`config.mk`:
```
export PLATFORM = sky130hd
export DESIGN_NAME = ippt_cell
export DESIGN_NICKNAME = d
export VERILOG_FILES = /design/src/sv/ippt_pkg.sv /design/src/sv/ippt_cell.sv
export SDC_FILE = /design/constraint.sdc
export NUM_CORES = 1
export LEC_CHECK = 0
export ABC_CLOCK_PERIOD_IN_PS = 4230
export BUFFER_PORTS_ARGS = -buffer_cell sky130_fd_sc_hd__buf_2
export CAP_MARGIN = 20
export CORE_AREA = 4 4 265 267
export CTS_BUF_LIST = sky130_fd_sc_hd__clkbuf_2
export DETAILED_ROUTE_END_ITERATION = 8
export DIE_AREA = 0 0 269 271
export SETUP_SLACK_MARGIN = 0.4
export SYNTH_ARGS = -nofsm -noshare
export SYNTH_HDL_FRONTEND = slang
export SYNTH_SLANG_ARGS = --single-unit
```
`constraint.sdc`:
```
create_clock -name clk -period 4.23 [get_ports clk]
set_input_delay 0.846 -clock clk [delete_from_list [all_inputs] [get_ports clk]]
set_output_delay 0.846 -clock clk [all_outputs]
set_load 0.01 [all_outputs]
```
`src/sv/ippt_pkg.sv`:
```
// Shared types, codes and prefix helpers for the IPv6 prefix pool table.
package ippt_pkg;

    localparam int ENTRIES_DEF = 16;

    typedef enum logic [2:0] {
        CMD_LOOKUP  = 3'd0,
        CMD_ADD     = 3'd1,
        CMD_REMOVE  = 3'd2,
        CMD_FLUSH   = 3'd3,
        CMD_PEEK    = 3'd4,
        CMD_REPLACE = 3'd5
    } ippt_cmd_t;

    typedef enum logic [2:0] {
        STAT_OK       = 3'd0,
        STAT_INVALID  = 3'd1,
        STAT_NOTFOUND = 3'd2,
        STAT_EXISTS   = 3'd3,
        STAT_FULL     = 3'd4,
        STAT_SINGLE   = 3'd5
    } ippt_status_t;

    typedef enum logic [1:0] {
        S_IDLE,
        S_SCAN,
        S_FINISH
    } ippt_state_t;

    typedef struct packed {
        logic [63:0] hi;
        logic [63:0] lo;
        logic [6:0]  len;
    } ippt_entry_t;

    typedef struct packed {
        logic [63:0] hi;
        logic [63:0] lo;
        logic [7:0]  len;
        logic        exact;
    } ippt_query_t;

    typedef struct packed {
        logic        found;
        ippt_entry_t entry;
    } ippt_link_t;

    typedef struct packed {
        logic active;
        logic wr;
        logic shift_en;
    } ippt_cell_ctl_t;

    function automatic logic [63:0] mask_hi(input logic [6:0] len);
        logic [63:0] m;
        if (len == 7'd0) begin
            m = 64'd0;
        end else if (len >= 7'd64) begin
            m = {64{1'b1}};
        end else begin
            m = {64{1'b1}} << (7'd64 - len);
        end
        return m;
    endfunction

    function automatic logic [63:0] mask_lo(input logic [6:0] len);
        logic [63:0] m;
        if (len <= 7'd64) begin
            m = 64'd0;
        end else begin
            m = {64{1'b1}} << (8'd128 - {1'b0, len});
        end
        return m;
    endfunction

    function automatic logic prefix_valid(input logic [63:0] hi, input logic [63:0] lo,
                                          input logic [7:0] len);
        logic len_ok;
        len_ok = (len == 8'd32) || (len == 8'd40) || (len == 8'd48) ||
                 (len == 8'd56) || (len == 8'd64) || (len == 8'd96);
        return len_ok && ((hi & ~mask_hi(len[6:0])) == 64'd0) &&
               ((lo & ~mask_lo(len[6:0])) == 64'd0);
    endfunction

endpackage

```
`src/sv/ippt_cell.sv`:
```
// One table slot: stored prefix, match logic and one stage of the search chain.
module ippt_cell (
    input  logic                    clk,
    input  logic                    rst_n,
    input  ippt_pkg::ippt_query_t   query,
    input  ippt_pkg::ippt_cell_ctl_t ctl,
    input  ippt_pkg::ippt_link_t    link_in,
    input  ippt_pkg::ippt_entry_t   nb_entry,
    output ippt_pkg::ippt_link_t    link_out,
    output ippt_pkg::ippt_entry_t   entry_out
);

    ippt_pkg::ippt_entry_t entry_reg;
    ippt_pkg::ippt_entry_t entry_next;
    ippt_pkg::ippt_link_t  link_reg;
    ippt_pkg::ippt_link_t  link_next;
    logic                  exact_hit;
    logic                  cover_hit;
    logic                  hit;

    always_comb
    begin
        exact_hit = (entry_reg.hi == query.hi) && (entry_reg.lo == query.lo) &&
                    ({1'b0, entry_reg.len} == query.len);
        cover_hit = (((entry_reg.hi ^ query.hi) & ippt_pkg::mask_hi(entry_reg.len)) == 64'd0) &&
                    (((entry_reg.lo ^ query.lo) & ippt_pkg::mask_lo(entry_reg.len)) == 64'd0);
        hit       = ctl.active && (query.exact ? exact_hit : cover_hit);
    end

    // pass the earlier hit along, or claim the beat
    always_comb
    begin
        link_next.found = link_in.found || hit;
        link_next.entry = link_in.found ? link_in.entry : entry_reg;
    end

    always_comb
    begin
        entry_next = entry_reg;
        if (ctl.wr)
        begin
            entry_next.hi  = query.hi;
            entry_next.lo  = query.lo;
            entry_next.len = query.len[6:0];
        end else if (ctl.shift_en && link_reg.found)
        begin
            entry_next = nb_entry;
        end
    end

    always_ff @(posedge clk or negedge rst_n)
    begin
        if (!rst_n)
        begin
            link_reg <= '0;
        end else
        begin
            link_reg <= link_next;
        end
    end

    always_ff @(posedge clk)
    begin
        entry_reg <= entry_next;
    end

    assign link_out  = link_reg;
    assign entry_out = entry_reg;

endmodule
```
== After elaboration in Yosys (flattened, before gate mapping) ==
Cells that the tools add are included.
Operators by class
  $add $sub $neg: 2
  magnitude comparators: 2
  equality and inequality tests: 3
  shift operators: 2
  muxes and demuxes: 7
  bitwise gates (word level): 4
  reductions and logical operators: 10
Operators by type and width (count)
  $mux 135: 3
  $mux 64: 3
  $and 64x64->64: 2
  $eq 64x64->1: 2
  $logic_not 64->1: 2
  $xor 64x64->64: 2
  $shl 64x7->64 const A: 1
  $shl 64x8->64 const A: 1
  $eq 7x8->1: 1
  $sub 8x7->8 const A: 1
  $ge 7x7->1 const B: 1
  $le 7x7->1 const B: 1
  $logic_not 7->1: 1
  $sub 7x7->7 const A: 1
  $logic_and 1x1->1: 5
  $reduce_bool 2->1: 1
  $logic_or 1x1->1: 1
  $mux 1: 1
Storage, ports and cells
  register bits: 271
  bits of input ports: 413
  word-level logic and storage cells: 37

== Logic depth before layout (Yosys ltp) ==
  depth in word-level cells: 10
  mapped depth: 15
  gate-level depth less buffers: 12

== Worst setup path before layout ==
OpenSTA, ideal clock, no wires.
  path kind: input to register
  start: input ctl[1] in the netlist's numbering
  end: register entry_reg (netlist bit entry_out[0]), enable pin
  data arrival time: 4549 ps
  data required time: 3737 ps
  setup slack: -812 ps
  stages: 4
  buffers on the path: 3
  cells stage by stage: clkbuf_1 > clkbuf_1 > clkbuf_1 > a21o_1
Between the ends
  longest elaborated chain between the ends: 1
Ends and longest elaborated chain
  start, declared: RTL line ippt_cell.sv:6  | input ippt_pkg::ippt_cell_ctl_t ctl,
  $reduce_bool 2->1 (no source line)
  end signal, assigned: RTL line ippt_cell.sv:64  | entry_reg <= entry_next;
  end, declared: RTL line ippt_cell.sv:13  | ippt_pkg::ippt_entry_t entry_reg;
Every way passes these cells.
A chain may end at the register's enable or synchronous reset.

==> metrics <==
status completed; Cell Area, Placed 0.0187 mm²; Max Cap Viol 0; arrival time at the worst endpoint 4.48 ns; die height 271 µm; Die ar. 0.0729 mm²; CP Class reg2reg; ys flop type dfrtp_1; final setup TNS 0 ns; TritonCTS clock tree yes; Synth Area per Inst 12.9 µm²; Yosys warnings 0; final-report setup violation count 0; Leak Pwr 10.1 nW; IR drop worst, VDD 0.247 mV; IO Count 684; Netlist Area Pre-Place 0.0141 mm²; DRC errors left 0; first-pass detailed-route iteration total 5; CP required 5.16 ns; minimum clock period 3.55 ns; htree depth 3; Max stage delay on crit path 0.53 ns; # placed instances 2634; total power 7.60 mW; Reg clk slew, reported paths 0.11 ns; grt total ovfl 0; PwrDens 329 mW/mm²; vias 14400; RePlAce Congestion 0.930; CTS Buf Count 80; drt via density 4.56; Core ar. 0.0681 mm²; largest net degree at the start of global routing 136; clock sinks 271; CP max stage cell nand2b_1; Initial DRC Count 1089; Least-Margin Pin Slew 1.11 ns; syn nets 1511; overall die width 269 µm; Unique masters post-synth 69; All-Layer GR Usage 0.193; cell count after synthesis 1094; Hold Fails Final Rpt 0; post-synthesis sequential area ratio 0.530; vias in the first global route 15400; share of layout cells above drive strength 1 0.502; critical path peak fanout 12; initial antenna violation count 16; routed len/inst 23.5 µm; Worst Setup End Kind register; worst relative slew slack 0.257; Tcrit/Tclk final 0.840; root buffer cell clkbuf_2; commonest cells after routing, fill and taps aside 680 x buf_2, 354 x dlygate4sd3_1, 265 x mux2_2; Clock Latency Late Sink 1.07 ns; number of cell rows 96; number of I/O port buffers 683; area growth from synthesis to layout 64.1%; post-route cell area 0.0231 mm²; Async S/R FF share, synth 0.502; count of nets after finishing 2608; most common cell after layout, fill and taps aside buf_2; Final Skew 0.113 ns; Detail Route Antenna Nets 0; global-route wire length before repair 104000 µm; FMAX 282 MHz; RSZ-0062 raised after global routing no; Hold Crit Class in2reg; Core Util, Final 0.339; overall routed net length 73900 µm; max-slew violations 0; clock tree buffer depth 3; worst path cell trace inv_1, ha_1, inv_1, ha_1, nand2b_1, nor3_1, o21ai_0, a21boi_0, o2111ai_1, nor3_1, o2111ai_1, o31ai_2; Initial Utilization 0.207; number of synthesized flops with an enable pin 135; Synth Register Bits 271; HPWL after DPL 56800 µm; Final Instance Count excl. Fillers 3152; Setup crit start kind register
-- per-stage QoR --
stage | setup WS [ns] | hold slack (ns)
2_1_floorplan | 0.882 | 0.550
3_3_place_gp | 0.587 | 0.544
3_5_place_dp | 0.482 | 0.556
4_1_cts | 0.434 | 0.00103
5_1_grt | 0.464 | 0.0418
6_report | 0.678 | 0.183
-- synthesized netlist by cell type (4+ instances only) --
library cell	count	area, µm²
nor2b_1	8	50.1
dfrtp_1	136	3400
inv_1	13	48.8
nand2_1	44	165
nand4_1	12	75.1
or4_1	5	37.5
buf_2	11	55.1
mux2_2	265	2980
xnor2_1	31	272
a211oi_1	7	52.6
clkbuf_1	42	158
a21oi_1	29	145
nand2b_1	6	37.5
nor4_1	22	138
o22ai_1	4	25.0
a21boi_0	4	30.0
nand3_1	17	85.1
o31ai_1	5	37.5
nor2_1	31	116
a22oi_1	14	105
xor2_1	108	946
edfxtp_1	135	4050
o21ai_0	42	210
o2111ai_1	5	43.8
ha_1	4	50.1
nor3_1	16	80.1
a32oi_1	5	43.8
a31oi_1	10	62.6
-- layer usage --
metal,vias to the layer above,share of wire,global-route usage
met2,736,0.49,0.337
met5,-,0.00083,0
li1,6341,-,-
met3,176,0.069,0.0457
met1,7105,0.40,0.230
met4,8,0.036,0.0718
-- worst max-delay path: cells and delay by family (launching register included) --
| kind | cells | cell delay, ns |
|---|---|---|
| fa+ha+maj | 2 | 0.64 |
| flops | 1 | 0.46 |
| simple gates | 3 | 1.23 |
| compound gates | 5 | 0.93 |
| buf+inv | 2 | 0.21 |
-- final timing paths --
check,startpoint,cells past startpoint,slack [ns],to
max reg2reg,entry_out[1],12,0.68,link_out[135]
max,entry_out[1],12,0.68,link_out[135]
min in group asynchronous,rst_n,2,0.33,link_out[123]
min reg2reg,entry_out[114],1,0.52,link_out[114]
max in group asynchronous,rst_n,3,2.82,link_out[105]
min,nb_entry[76],2,0.18,entry_out[76]
-- logic make-up (layout without fill, tap and decap cells) --
| group | Yosys count | count (layout) | synth area share |
|---|---|---|---|
| XOR/XNOR | 139 | 139 | 0.0865 |
| multiplexers | 266 | 266 | 0.213 |
| flip-flops | 271 | 271 | 0.530 |
| other | 0 | 13 | 0 |
| AO/OA/AOI/OAI | 161 | 161 | 0.0775 |
| buffers and inverters | 69 | 1232 | 0.0204 |
| adder cells (fa/ha/maj) | 4 | 4 | 0.00356 |
| AND/OR/NAND/NOR | 184 | 184 | 0.0697 |
-- power by group --
part	switching [mW]	total [mW]	internal, mW
Clock	1.28	2.26	0.982
Sequential	0.175	3.21	3.03
Combinational	1.16	2.13	0.978
Total	2.60	7.60	4.99
-- sequential cells by signal, summed over array words and instances, names as in the netlist --
| register | flops |
|---|---|
| link_out | 136 |
| entry_out | 135 |
-- final cells by class --
| class | count | area, µm² |
|---|---|---|
| fill | 6781 | 45000 |
| antenna | 13 | 32.5 |
| timing repair buffer | 1071 | 7270 |
| sequential | 271 | 7460 |
| multi-input combinational | 754 | 6370 |
| clock buffer | 127 | 636 |
| clock inverter | 21 | 179 |
| tap | 882 | 1100 |
| inverter | 13 | 48.8 |
-- repair_timing --
item / CTS / global route
gates resized for setup: 0 / 1
buffers inserted: 0 / 3
endpoints found under the hold margin: 318 / 0
endpoints found under the setup margin: 0 / 1
hold buffers: 354 / 0
No activity file was read; power rests on OpenSTA's default activity.
